[config.mk]
export PLATFORM = sky130hd
export DESIGN_NAME = frame_abs_difference_stats_top
export DESIGN_NICKNAME = d
export VERILOG_FILES = /design/src/rtl/fads_pkg.sv /design/src/rtl/frame_abs_difference_stats_top.sv /design/src/rtl/fads_front.sv /design/src/rtl/fads_queue.sv /design/src/rtl/fads_back.sv
export SDC_FILE = /design/constraint.sdc
export NUM_CORES = 1
export LEC_CHECK = 0
export BUFFER_PORTS_ARGS = -buffer_cell sky130_fd_sc_hd__buf_4
export CAP_MARGIN = 40
export CELL_PAD_IN_SITES_DETAIL_PLACEMENT = 1
export CELL_PAD_IN_SITES_GLOBAL_PLACEMENT = 1
export CORE_MARGIN = 2
export CORE_UTILIZATION = 45
export DETAILED_ROUTE_END_ITERATION = 12
export PLACE_DENSITY = 0.72
export REMOVE_ABC_BUFFERS = 1
export SYNTH_ARGS = -nofsm -noshare
export SYNTH_HDL_FRONTEND = slang
export SYNTH_SLANG_ARGS = --single-unit
[constraint.sdc]
create_clock -name clk -period 10.6 [get_ports clk]
set_input_delay 2.65 -clock clk [delete_from_list [all_inputs] [get_ports clk]]
set_output_delay 2.65 -clock clk [all_outputs]
set_load 0.01 [all_outputs]
[src/rtl/fads_pkg.sv]
`timescale 1ns / 1ps
// ============================================================================
// fads_pkg
// Shared types and constants of the frame absolute difference statistics block.
// ============================================================================
package fads_pkg;

    localparam int CFG_INDEX_W = 2;
    localparam int CFG_DATA_W  = 13;

    localparam logic [CFG_INDEX_W-1:0] CFG_FRAME_WIDTH   = 2'd0;
    localparam logic [CFG_INDEX_W-1:0] CFG_FRAME_HEIGHT  = 2'd1;
    localparam logic [CFG_INDEX_W-1:0] CFG_BORDER_MARGIN = 2'd2;

    localparam logic [12:0] FRAME_WIDTH_RESET   = 13'd640;
    localparam logic [12:0] FRAME_HEIGHT_RESET  = 13'd480;
    localparam logic [11:0] BORDER_MARGIN_RESET = 12'd0;

    // Width used for all position and dimension comparisons.
    localparam int CMP_W = 16;

    localparam int PIXEL_W = 8;
    localparam int COUNT_W = 25;
    localparam int SUM_W   = 32;
    localparam int MEAN_W  = 16;
    localparam int FRAC_W  = 8;
    localparam int DVD_W   = SUM_W + FRAC_W;

    localparam int QUEUE_DEPTH = 2;

    typedef struct packed {
        logic               status;
        logic [COUNT_W-1:0] pixel_count;
        logic [SUM_W-1:0]   sum_abs;
        logic [PIXEL_W-1:0] max_abs;
        logic [COUNT_W-1:0] over_one_count;
    } fads_summary_t;

endpackage

[src/rtl/frame_abs_difference_stats_top.sv]
`timescale 1ns / 1ps
// Pixel pairs are taken at one per cycle; only a full summary queue stops intake.
// After the frame's last pixel is taken, its summary passes through the queue to the
// 40-step restoring divider for the mean, one quotient bit a cycle, and is then
// loaded into the result word once that is empty or being popped. The divider takes
// one summary at a time from the queue. Reset returns the registers to 640 x 480 with
// no margin, clears positions and figures, and empties the queue and the output.
// ============================================================================
// frame_abs_difference_stats_top
// Absolute difference statistics over the interior window of two 8-bit frames.
// ============================================================================
module frame_abs_difference_stats_top
    import fads_pkg::*;
#(
    parameter int MAX_WIDTH  = 4096,
    parameter int MAX_HEIGHT = 4096
)
(
    input  logic                   clk,
    input  logic                   rst_n,
    input  logic                   cfg_write,
    input  logic [CFG_INDEX_W-1:0] cfg_index,
    input  logic [CFG_DATA_W-1:0]  cfg_data,
    input  logic                   push,
    output logic                   full,
    input  logic [PIXEL_W-1:0]     pixel_a,
    input  logic [PIXEL_W-1:0]     pixel_b,
    output logic                   empty,
    input  logic                   pop,
    output logic                   status,
    output logic [COUNT_W-1:0]     pixel_count,
    output logic [SUM_W-1:0]       sum_abs,
    output logic [PIXEL_W-1:0]     max_abs,
    output logic [COUNT_W-1:0]     over_one_count,
    output logic [MEAN_W-1:0]      mean_abs_q8
);

    logic          take, summary_valid, q_full, q_empty, q_pop;
    fads_summary_t summary, q_data, result;

    assign full = q_full;
    assign take = push && !q_full;

    fads_front #(
        .MAX_WIDTH  (MAX_WIDTH),
        .MAX_HEIGHT (MAX_HEIGHT)
    ) u_front (
        .clk           (clk),
        .rst_n         (rst_n),
        .cfg_write     (cfg_write),
        .cfg_index     (cfg_index),
        .cfg_data      (cfg_data),
        .take          (take),
        .pixel_a       (pixel_a),
        .pixel_b       (pixel_b),
        .summary_valid (summary_valid),
        .summary       (summary)
    );

    fads_queue u_queue (
        .clk     (clk),
        .rst_n   (rst_n),
        .wr_en   (summary_valid),
        .wr_data (summary),
        .full    (q_full),
        .rd_en   (q_pop),
        .empty   (q_empty),
        .rd_data (q_data)
    );

    fads_back u_back (
        .clk         (clk),
        .rst_n       (rst_n),
        .q_empty     (q_empty),
        .q_data      (q_data),
        .q_pop       (q_pop),
        .pop         (pop),
        .empty       (empty),
        .result      (result),
        .mean_abs_q8 (mean_abs_q8)
    );

    assign status         = result.status;
    assign pixel_count    = result.pixel_count;
    assign sum_abs        = result.sum_abs;
    assign max_abs        = result.max_abs;
    assign over_one_count = result.over_one_count;

endmodule

[src/rtl/fads_front.sv]
`timescale 1ns / 1ps
// ============================================================================
// fads_front
// Configuration registers, raster position tracking and per-pixel accumulation.
// ============================================================================
module fads_front
    import fads_pkg::*;
#(
    parameter int MAX_WIDTH  = 4096,
    parameter int MAX_HEIGHT = 4096
)
(
    input  logic                   clk,
    input  logic                   rst_n,
    input  logic                   cfg_write,
    input  logic [CFG_INDEX_W-1:0] cfg_index,
    input  logic [CFG_DATA_W-1:0]  cfg_data,
    input  logic                   take,
    input  logic [PIXEL_W-1:0]     pixel_a,
    input  logic [PIXEL_W-1:0]     pixel_b,
    output logic                   summary_valid,
    output fads_summary_t          summary
);

    localparam int COL_W = $clog2(MAX_WIDTH);
    localparam int ROW_W = $clog2(MAX_HEIGHT);
    localparam logic [CMP_W-1:0] MAX_W_C = CMP_W'(MAX_WIDTH);
    localparam logic [CMP_W-1:0] MAX_H_C = CMP_W'(MAX_HEIGHT);

    logic [12:0]        frame_width_reg;
    logic [12:0]        frame_height_reg;
    logic [11:0]        border_margin_reg;
    logic [COL_W-1:0]   column_pos_reg, column_pos_next;
    logic [ROW_W-1:0]   row_pos_reg, row_pos_next;
    logic [SUM_W-1:0]   diff_sum_reg, diff_sum_next;
    logic [PIXEL_W-1:0] diff_max_reg, diff_max_next;
    logic [COUNT_W-1:0] over_one_reg, over_one_next;
    logic [COUNT_W-1:0] compared_reg, compared_next;

    logic [CMP_W-1:0]   w_raw, h_raw, w_eff, h_eff, m_ext, m_twice, col_ext, row_ext;
    logic               no_interior, in_window, last, cfg_restart;
    logic [PIXEL_W-1:0] diff;

    assign w_raw   = CMP_W'(frame_width_reg);
    assign h_raw   = CMP_W'(frame_height_reg);
    assign w_eff   = (w_raw == '0) ? CMP_W'(1) : ((w_raw > MAX_W_C) ? MAX_W_C : w_raw);
    assign h_eff   = (h_raw == '0) ? CMP_W'(1) : ((h_raw > MAX_H_C) ? MAX_H_C : h_raw);
    assign m_ext   = CMP_W'(border_margin_reg);
    assign m_twice = m_ext << 1;
    assign col_ext = CMP_W'(column_pos_reg);
    assign row_ext = CMP_W'(row_pos_reg);

    assign no_interior = (w_eff <= m_twice) || (h_eff <= m_twice);
    assign in_window = !no_interior && (col_ext >= m_ext) && ((col_ext + m_ext) < w_eff)
                       && (row_ext >= m_ext) && ((row_ext + m_ext) < h_eff);
    assign last = (col_ext == w_eff - CMP_W'(1)) && (row_ext == h_eff - CMP_W'(1));
    assign diff = (pixel_a > pixel_b) ? (pixel_a - pixel_b) : (pixel_b - pixel_a);

    assign cfg_restart = cfg_write && ((cfg_index == CFG_FRAME_WIDTH)
                         || (cfg_index == CFG_FRAME_HEIGHT)
                         || (cfg_index == CFG_BORDER_MARGIN));

    always_comb
    begin
        diff_sum_next   = diff_sum_reg;
        diff_max_next   = diff_max_reg;
        over_one_next   = over_one_reg;
        compared_next   = compared_reg;
        column_pos_next = column_pos_reg;
        row_pos_next    = row_pos_reg;
        if (in_window)
        begin
            diff_sum_next = diff_sum_reg + SUM_W'(diff);
            if (diff > diff_max_reg)
            begin
                diff_max_next = diff;
            end
            if (diff > PIXEL_W'(1))
            begin
                over_one_next = over_one_reg + COUNT_W'(1);
            end
            compared_next = compared_reg + COUNT_W'(1);
        end
        if (col_ext == w_eff - CMP_W'(1))
        begin
            column_pos_next = '0;
            row_pos_next    = row_pos_reg + ROW_W'(1);
        end
        else
        begin
            column_pos_next = column_pos_reg + COL_W'(1);
        end
    end

    // A frame with no interior, or whose count has wrapped to zero, reports zeroed figures.
    always_comb
    begin
        summary_valid = take && last;
        summary.status = no_interior;
        if (no_interior || (compared_next == '0))
        begin
            summary.pixel_count    = '0;
            summary.sum_abs        = '0;
            summary.max_abs        = '0;
            summary.over_one_count = '0;
        end
        else
        begin
            summary.pixel_count    = compared_next;
            summary.sum_abs        = diff_sum_next;
            summary.max_abs        = diff_max_next;
            summary.over_one_count = over_one_next;
        end
    end

    always_ff @(posedge clk or negedge rst_n)
    begin
        if (!rst_n)
        begin
            frame_width_reg   <= FRAME_WIDTH_RESET;
            frame_height_reg  <= FRAME_HEIGHT_RESET;
            border_margin_reg <= BORDER_MARGIN_RESET;
            column_pos_reg    <= '0;
            row_pos_reg       <= '0;
            diff_sum_reg      <= '0;
            diff_max_reg      <= '0;
            over_one_reg      <= '0;
            compared_reg      <= '0;
        end
        else if (cfg_restart)
        begin
            case (cfg_index)
                CFG_FRAME_WIDTH:   frame_width_reg   <= cfg_data;
                CFG_FRAME_HEIGHT:  frame_height_reg  <= cfg_data;
                CFG_BORDER_MARGIN: border_margin_reg <= cfg_data[11:0];
                default:           frame_width_reg   <= frame_width_reg;
            endcase
            column_pos_reg <= '0;
            row_pos_reg    <= '0;
            diff_sum_reg   <= '0;
            diff_max_reg   <= '0;
            over_one_reg   <= '0;
            compared_reg   <= '0;
        end
        else if (take)
        begin
            if (last)
            begin
                column_pos_reg <= '0;
                row_pos_reg    <= '0;
                diff_sum_reg   <= '0;
                diff_max_reg   <= '0;
                over_one_reg   <= '0;
                compared_reg   <= '0;
            end
            else
            begin
                column_pos_reg <= column_pos_next;
                row_pos_reg    <= row_pos_next;
                diff_sum_reg   <= diff_sum_next;
                diff_max_reg   <= diff_max_next;
                over_one_reg   <= over_one_next;
                compared_reg   <= compared_next;
            end
        end
    end

endmodule

[src/rtl/fads_queue.sv]
`timescale 1ns / 1ps
// ============================================================================
// fads_queue
// Short queue of frame summaries between the accumulating front and the divider.
// ============================================================================
module fads_queue
    import fads_pkg::*;
(
    input  logic          clk,
    input  logic          rst_n,
    input  logic          wr_en,
    input  fads_summary_t wr_data,
    output logic          full,
    input  logic          rd_en,
    output logic          empty,
    output fads_summary_t rd_data
);

    localparam int PTR_W = $clog2(QUEUE_DEPTH);

    fads_summary_t          slot_reg [QUEUE_DEPTH];
    logic [PTR_W-1:0]       wr_ptr_reg;
    logic [PTR_W-1:0]       rd_ptr_reg;
    logic [PTR_W:0]         fill_reg;
    logic                   do_wr, do_rd;

    assign full    = (fill_reg == (PTR_W+1)'(QUEUE_DEPTH));
    assign empty   = (fill_reg == '0);
    assign do_wr   = wr_en && !full;
    assign do_rd   = rd_en && !empty;
    assign rd_data = slot_reg[rd_ptr_reg];

    always_ff @(posedge clk)
    begin
        if (do_wr)
        begin
            slot_reg[wr_ptr_reg] <= wr_data;
        end
    end

    always_ff @(posedge clk or negedge rst_n)
    begin
        if (!rst_n)
        begin
            wr_ptr_reg <= '0;
            rd_ptr_reg <= '0;
            fill_reg   <= '0;
        end
        else
        begin
            if (do_wr)
            begin
                wr_ptr_reg <= wr_ptr_reg + PTR_W'(1);
            end
            if (do_rd)
            begin
                rd_ptr_reg <= rd_ptr_reg + PTR_W'(1);
            end
            if (do_wr && !do_rd)
            begin
                fill_reg <= fill_reg + (PTR_W+1)'(1);
            end
            else if (do_rd && !do_wr)
            begin
                fill_reg <= fill_reg - (PTR_W+1)'(1);
            end
        end
    end

endmodule

[src/rtl/fads_back.sv]
`timescale 1ns / 1ps
// ============================================================================
// fads_back
// Restoring divider for the rounded mean, followed by the result word register.
// ============================================================================
module fads_back
    import fads_pkg::*;
(
    input  logic                clk,
    input  logic                rst_n,
    input  logic                q_empty,
    input  fads_summary_t       q_data,
    output logic                q_pop,
    input  logic                pop,
    output logic                empty,
    output fads_summary_t       result,
    output logic [MEAN_W-1:0]   mean_abs_q8
);

    localparam logic [1:0] ST_IDLE = 2'd0;
    localparam logic [1:0] ST_DIV  = 2'd1;
    localparam logic [1:0] ST_HOLD = 2'd2;
    localparam int STEP_W = $clog2(DVD_W);
    localparam logic [STEP_W-1:0] LAST_STEP = STEP_W'(DVD_W - 1);

    logic [1:0]          state_reg, state_next;
    logic [STEP_W-1:0]   step_reg;
    fads_summary_t       work_reg;
    logic [DVD_W-1:0]    dvd_reg;
    logic [COUNT_W-1:0]  rem_reg;
    logic [MEAN_W-1:0]   quo_reg;
    logic                out_valid_reg;
    fads_summary_t       out_reg;
    logic [MEAN_W-1:0]   out_mean_reg;

    logic [COUNT_W:0]    rem_shift, rem_sub;
    logic                fits, load_out, pop_take;

    assign q_pop    = (state_reg == ST_IDLE) && !q_empty;
    assign pop_take = pop && out_valid_reg;
    assign load_out = (state_reg == ST_HOLD) && (!out_valid_reg || pop);

    // One quotient bit per cycle, most significant first; only the low bits are kept.
    assign rem_shift = {rem_reg, dvd_reg[DVD_W-1]};
    assign rem_sub   = rem_shift - {1'b0, work_reg.pixel_count};
    assign fits      = (rem_shift >= {1'b0, work_reg.pixel_count});

    always_comb
    begin
        state_next = state_reg;
        case (state_reg)
            ST_IDLE:
            begin
                if (!q_empty)
                begin
                    state_next = (q_data.pixel_count == '0) ? ST_HOLD : ST_DIV;
                end
            end
            ST_DIV:
            begin
                if (step_reg == LAST_STEP)
                begin
                    state_next = ST_HOLD;
                end
            end
            ST_HOLD:
            begin
                if (load_out)
                begin
                    state_next = ST_IDLE;
                end
            end
            default:
            begin
                state_next = ST_IDLE;
            end
        endcase
    end

    always_ff @(posedge clk)
    begin
        if (q_pop)
        begin
            work_reg <= q_data;
            dvd_reg  <= {q_data.sum_abs, FRAC_W'(0)}
                        + DVD_W'(q_data.pixel_count[COUNT_W-1:1]);
            rem_reg  <= '0;
            quo_reg  <= '0;
        end
        else if (state_reg == ST_DIV)
        begin
            dvd_reg <= {dvd_reg[DVD_W-2:0], 1'b0};
            rem_reg <= fits ? rem_sub[COUNT_W-1:0] : rem_shift[COUNT_W-1:0];
            quo_reg <= {quo_reg[MEAN_W-2:0], fits};
        end
        if (load_out)
        begin
            out_reg      <= work_reg;
            out_mean_reg <= quo_reg;
        end
    end

    always_ff @(posedge clk or negedge rst_n)
    begin
        if (!rst_n)
        begin
            state_reg     <= ST_IDLE;
            step_reg      <= '0;
            out_valid_reg <= 1'b0;
        end
        else
        begin
            state_reg <= state_next;
            if (state_reg == ST_DIV)
            begin
                step_reg <= step_reg + STEP_W'(1);
            end
            else
            begin
                step_reg <= '0;
            end
            if (load_out)
            begin
                out_valid_reg <= 1'b1;
            end
            else if (pop_take)
            begin
                out_valid_reg <= 1'b0;
            end
        end
    end

    assign empty       = !out_valid_reg;
    assign result      = out_reg;
    assign mean_abs_q8 = out_mean_reg;

endmodule
== Word level (Yosys, flattened, before mapping) ==
Memory sizes are Yosys's and may differ from the RTL's.
Cells that the tools add are included.
Operators by class
  $add $sub $neg: 18
  $mul: 0
  div/mod/pow operators: 0
  $lt $le $gt $ge: 12
  equality and inequality tests: 11
  shift operators: 0
  multiplexer cells: 47
  bitwise operators: 0
  reduce and logical (&&, ||, !) cells: 43
Operator list (count)
  25-bit 2-to-1 mux: 10
  32-bit 2-to-1 mux: 4
  12-bit 2-to-1 mux: 8
  90-bit 2-to-1 mux: 1
  40-bit 2-to-1 mux: 2
  25-bit by 1-bit adder with 25-bit output (second input constant): 2
  25-bit logical NOT: 2
  8-bit 2-to-1 mux: 6
  40-bit by 24-bit adder with 40-bit output: 1
  32-bit by 8-bit adder with 32-bit output: 1
  12-bit by 16-bit equality test with 1-bit output: 2
  16-bit by 13-bit less-or-equal comparator with 1-bit output: 2
  16-bit logical NOT: 2
  16-bit less-than comparator: 2
  16-bit 2-to-1 mux: 2
  16-bit by 1-bit subtractor with 16-bit output (second input constant): 2
  12-bit by 12-bit adder with 13-bit output: 2
  26-bit by 25-bit >= comparator with 1-bit output: 1
  13-bit greater-than comparator (second input constant): 2
  13-bit 2-to-1 mux: 2
  25-bit subtractor: 1
  12-bit by 1-bit adder with 12-bit output (second input constant): 2
  12-bit >= comparator: 2
  8-bit greater-than comparator: 2
  other kinds (23): 68
Storage, ports and cells
  flip-flop bits (word level): 444
  bits in latches: 0
  RAM bits: 182
  ROM bits: 0
  input port bits: 36
  output and inout port bits: 109
  word-level logic and storage cells: 161
  memories kept: 1
Memories
  u_queue.slot_reg: depth 2, width 91, rd ports 1, clocked after Yosys merged registers in 0, wr ports 1, RTL line fads_queue.sv:21  | fads_summary_t slot_reg [QUEUE_DEPTH];

== Logic depth before layout (Yosys ltp) ==
  depth after elaboration: 14
  depth in mapped cells: 26
  mapped depth without buffers: 23

== Cells and area by module ==
A second synthesis with hierarchy kept.
Second synthesis, totals
  cells, all modules: 3006
  area total of the unflattened synthesis: 33418.3 um^2
Modules (own cells, without submodules)
  fads_front: instances 1, cells an instance 1780, area each 14176.1 um^2, sequential area each 3811.2 um^2
  fads_back: instances 1, cells an instance 923, area each 12065.3 um^2, sequential area each 8192.9 um^2
  fads_queue: instances 1, cells an instance 302, area each 7163.1 um^2, sequential area each 5565.3 um^2
  frame_abs_difference_stats_top: instances 1, cells an instance 1, area each 13.8 um^2, sequential area each 0.0 um^2

== Least setup slack after synthesis ==
Ideal clock, no wire load.
  kind: register to register
  from: register u_front.frame_width_reg[12]
  to: memory u_queue.slot_reg[0][0] (netlist bit) (enable)
  library setup time: 0.552 ns
  arrival time: 7.393 ns
  data required time: 10.048 ns
  path slack: 2.655 ns
  cell stages (with the launch flop): 13
  path buffers: 1
  period minus slack after synthesis: 7.945 ns
  cell sequence: dfrtp_1 clkinv_1 clkbuf_1 nand2_1 ha_1 or4b_2 nor4_2 a221oi_1 a211o_1 nor3_1 nand4_1 nor4_1 nor2b_1
Between the ends
  longest elaborated chain between the ends: 10
  elaborated cells on any way between the ends: 11
  those cells by class: add/sub (1); order compare (1); eq/ne (1); mux (4); reduce/logical (4)
RTL lines
  start: declaration: RTL line fads_front.sv:30  | logic [12:0] frame_width_reg;
  start signal: assignment: RTL line fads_front.sv:133  | CFG_FRAME_WIDTH: frame_width_reg <= cfg_data;
  start signal: assignment: RTL line fads_front.sv:136  | default: frame_width_reg <= frame_width_reg;
  13-bit greater-than comparator: RTL line fads_front.sv:46  | assign w_eff = (w_raw == '0) ? CMP_W'(1) : ((w_raw > MAX_W_C) ? MAX_W_C : w_raw);
  13-bit 2-to-1 mux: RTL line fads_front.sv:46
  16-bit 2-to-1 mux *: RTL line fads_front.sv:46
  16-bit by 1-bit subtractor with 16-bit output *: RTL line fads_front.sv:56  | assign last = (col_ext == w_eff - CMP_W'(1)) && (row_ext == h_eff - CMP_W'(1));
  12-bit by 16-bit equality test with 1-bit output *: RTL line fads_front.sv:56
  1-bit logical AND *: RTL line fads_front.sv:56
  1-bit logical AND *: RTL line fads_front.sv:98  | summary_valid = take && last;
  1-bit logical AND *: RTL line fads_queue.sv:29  | assign do_wr = wr_en && !full;
  net u_queue.do_wr: RTL line fads_queue.sv:25  | logic do_wr, do_rd;
  1-bit 2-to-1 mux *: RTL line fads_queue.sv:35  | if (do_wr)
  1-bit 2-to-1 mux (not written as such) *: RTL line fads_queue.sv:37  | slot_reg[wr_ptr_reg] <= wr_data;
  end: declaration: RTL line fads_queue.sv:21
The timed path passes the listed nets; every way through them passes the cells marked *.

==> metrics <==
Cell variety after synth=84; die footprint=0.0756 mm²; Port Buffers=144; RSZ-0062 raised after global routing=no; initial antenna violation count=0; cell accounting for the most synthesized area=edfxtp_1; DP HPWL=around 63000 µm; Layout Skew=around 0.025 ns; predominant post-synthesis flop cell=edfxtp_1; Die Ht=~270 µm; clk root buf=clkbuf_16; Post-CTS Setup Bufs=0; endpoints failing hold=0; Post-Route Utilization=between 50% and 60%; Power Density=~230 mW/mm²; gr ovfl total=0; gr usage total=23.6%; Avg Cell Area, Syn=about 11 µm²; Max Slew Vio Count=0; setup violators final=0; Crit path required time=around 11 ns; Synthesis Warnings=0; gpl congestion=0.878; slew margin rel.=42.1%; Min-Delay Path Class=reg2reg; Top Ports=between 100 and 150; register clock-pin slew on the reported worst setup and hold paths=approximately 0.060 ns; minimum clock period=7.50 ns; startpoint types=flip-flop; Final ANT Viol Nets=0; initial DRC count=1390; cells after synthesis=around 3000; Max clock buf depth=3; register area share after synthesis=between 50% and 60%; Pwr Total=roughly 8800 µW; via count=24160; initial core utilization=45.4%; mapped cell area=around 0.033 mm²; # DRC=0; Layout Nets=about 3300; Synth async-reset ratio=26.4%; Slowest-stage cell, CP=a211oi_4; Reg-to-Reg Start=u_front.border_margin_reg[1]$_DFFE_PN0P_; largest net degree at the start of global routing=85; top cell type's share of synthesized area=38.2%; synthesis-to-finish area growth=13.6%; CP max stage delay=a little under 0.8 ns; Crit Path Class=reg2reg; fraction of layout cells with a size suffix above 1=14.5%; first-pass GRT wire length=around 140000 µm; clock net sink count=626; Top cell by count, worst path=a21oi_1; Pleak=~0.014 µW; max reg flops=182; H-tree levels=3; EDFF count, synth=between 400 and 500; DR vias/cell=~5.8; critical path startpoint=u_front.border_margin_reg[1]$_DFFE_PN0P_; CTS buffer count=70; Avg WL per Cell=around 22 µm; maximum vdd drop=slightly below 0.2 mV; hold buffers post-CTS=0; critical path peak fanout=29; CP endpoint kind=flip-flop; Crit path max-delay family=compound AO/OA/AOI/OAI gates; vias in the first global route=around 26000; top cells by area, synth=edfxtp_1, dfrtp_1, ha_1; Yosys reg bits=approximately 630; cts repair resizes=0; Worst-Margin Slew=~0.84 ns; Chip Width=between 200 and 300 µm; Fmax=roughly 0.13 GHz; CTS tree=built; WP buf/inv=3; worst-skew pair later-pin latency=roughly 0.62 ns; Initial DRT Pass Iterations=7; crit share post-route=70.7%; synth cell count leaders=edfxtp_1, nand2_1, o21ai_0, ha_1, inv_1; area of the core=between 0.07 and 0.08 mm²; DRT Wirelength=about 89000 µm; final-layout fill cell count=slightly below 8000; # rows=99; count leader, synth=edfxtp_1; HP Start=u_back.work_reg[6]$_DFFE_PP_; status=finished, final reports clean; max capacitance violation total=0; WP data arrival=just under 8 ns
cells in the final DEF, fill, tap and decap left out, drive strengths merged, types with 22 or more instances in the layout:
master,instances
a211oi,34
a21o,34
a21oi,145
a31oi,50
and3,37
buf,181
clkbuf,89
clkinv,27
dfrtp,159
dfxtp,41
edfxtp,420
ha,176
inv,178
mux2,121
mux2i,33
nand2,261
nand2b,29
nand3,73
nand4,41
nor2,135
nor2b,22
nor3,153
o21ai,230
or3,42
xnor2,119
xor2,55
final timing paths:
kind,end,cells past startpoint,slack (ns)
max,u_queue.slot_reg[1][34]$_DFFE_PP_,25,3.10
min,u_back.result[6]$_DFFE_PP_,0,0.41
max reg2reg,u_queue.slot_reg[1][34]$_DFFE_PP_,25,3.10
min reg2reg,u_back.result[6]$_DFFE_PP_,0,0.41
max in group asynchronous,u_queue.rd_ptr_reg$_DFFE_PN0P_,3,6.61
min in group asynchronous,u_front.over_one_reg[9]$_DFFE_PN0P_,1,2.12
routing by layer:
layer / global-route usage, % / wire length (µm) / up-vias / part of all wire (%)
li1: - / - / 11303 / -
met1: 29.3 / 38000 / 12176 / 42
met2: 41.2 / 44700 / 494 / 50
met3: 3.37 / 3280 / 187 / 3.7
met4: 9.67 / 3420 / 0 / 3.8
met5: 0 / 0 / - / 0
power by group:
group,total (µW),internal [µW],switching (µW)
clock network,2510,1490,1020
logic,2730,1010,1720
registers,3530,3230,293
cell families after synthesis:
logic type      after synthesis  share of synthesized area, %
buf+inv                     313                          3.78
flops                       626                          53.2
mux                         154                          5.12
compound gates              672                          12.7
xor+xnor                    174                          4.61
fa+ha+maj                   183                          7.09
simple gates                889                          13.5
worst register-to-register path: stages, from the launching register on:
cell            delay [ns]
dfrtp_1               0.50
inv_1                 0.18
ha_1                  0.32
nand2b_1              0.14
a21oi_1               0.19
o21bai_1              0.09
a21oi_1               0.19
nor2_1                0.10
o21bai_1              0.14
a21oi_1               0.12
o31ai_1               0.49
nor2_1                0.12
xnor2_1               0.15
ha_1                  0.30
a211oi_1              0.31
o22ai_1               0.14
a221oi_1              0.30
o2111ai_1             0.26
or3_1                 0.58
nor3_1                0.53
mux2i_1               0.28
nand4_1               0.16
a211oi_4              0.77
buf_4                 0.46
a2111oi_0             0.16
dlymetal6s2s_1        0.24
final cells by class:
| cell class | count | area (µm²) | share of cell area, % |
|---|---|---|---|
| repair buffers | 182 | 1400 | 3.73 |
| flip-flops and latches | 626 | 17600 | 46.8 |
| clock inverters | 39 | 462 | 1.23 |
| diodes | 1 | 2.50 | 0.00667 |
| inverters | 176 | 663 | 1.77 |
| clock buffers | 89 | 1920 | 5.10 |
| multi-input cells | 2072 | 14300 | 38.1 |
| well taps | 959 | 1200 | 3.20 |
metrics by stage:
stage / area, µm² / TNS (ns) / setup slack (ns) / hold slack, ns / std cells
finish: 37500 / 0 / 3.10 / 0.410 / 4144
global route: 37500 / 0 / 2.59 / 0.416 / 4143
CTS: 37500 / 0 / 3.12 / 0.417 / 4142
detailed placement: 35100 / 0 / 2.62 / 0.406 / 4014
global placement: 35100 / 0 / 2.52 / 0.403 / 4008
floorplan: 32500 / -8.04 / -0.201 / 0.400 / 2874
No activity file was read; power rests on OpenSTA's default activity.
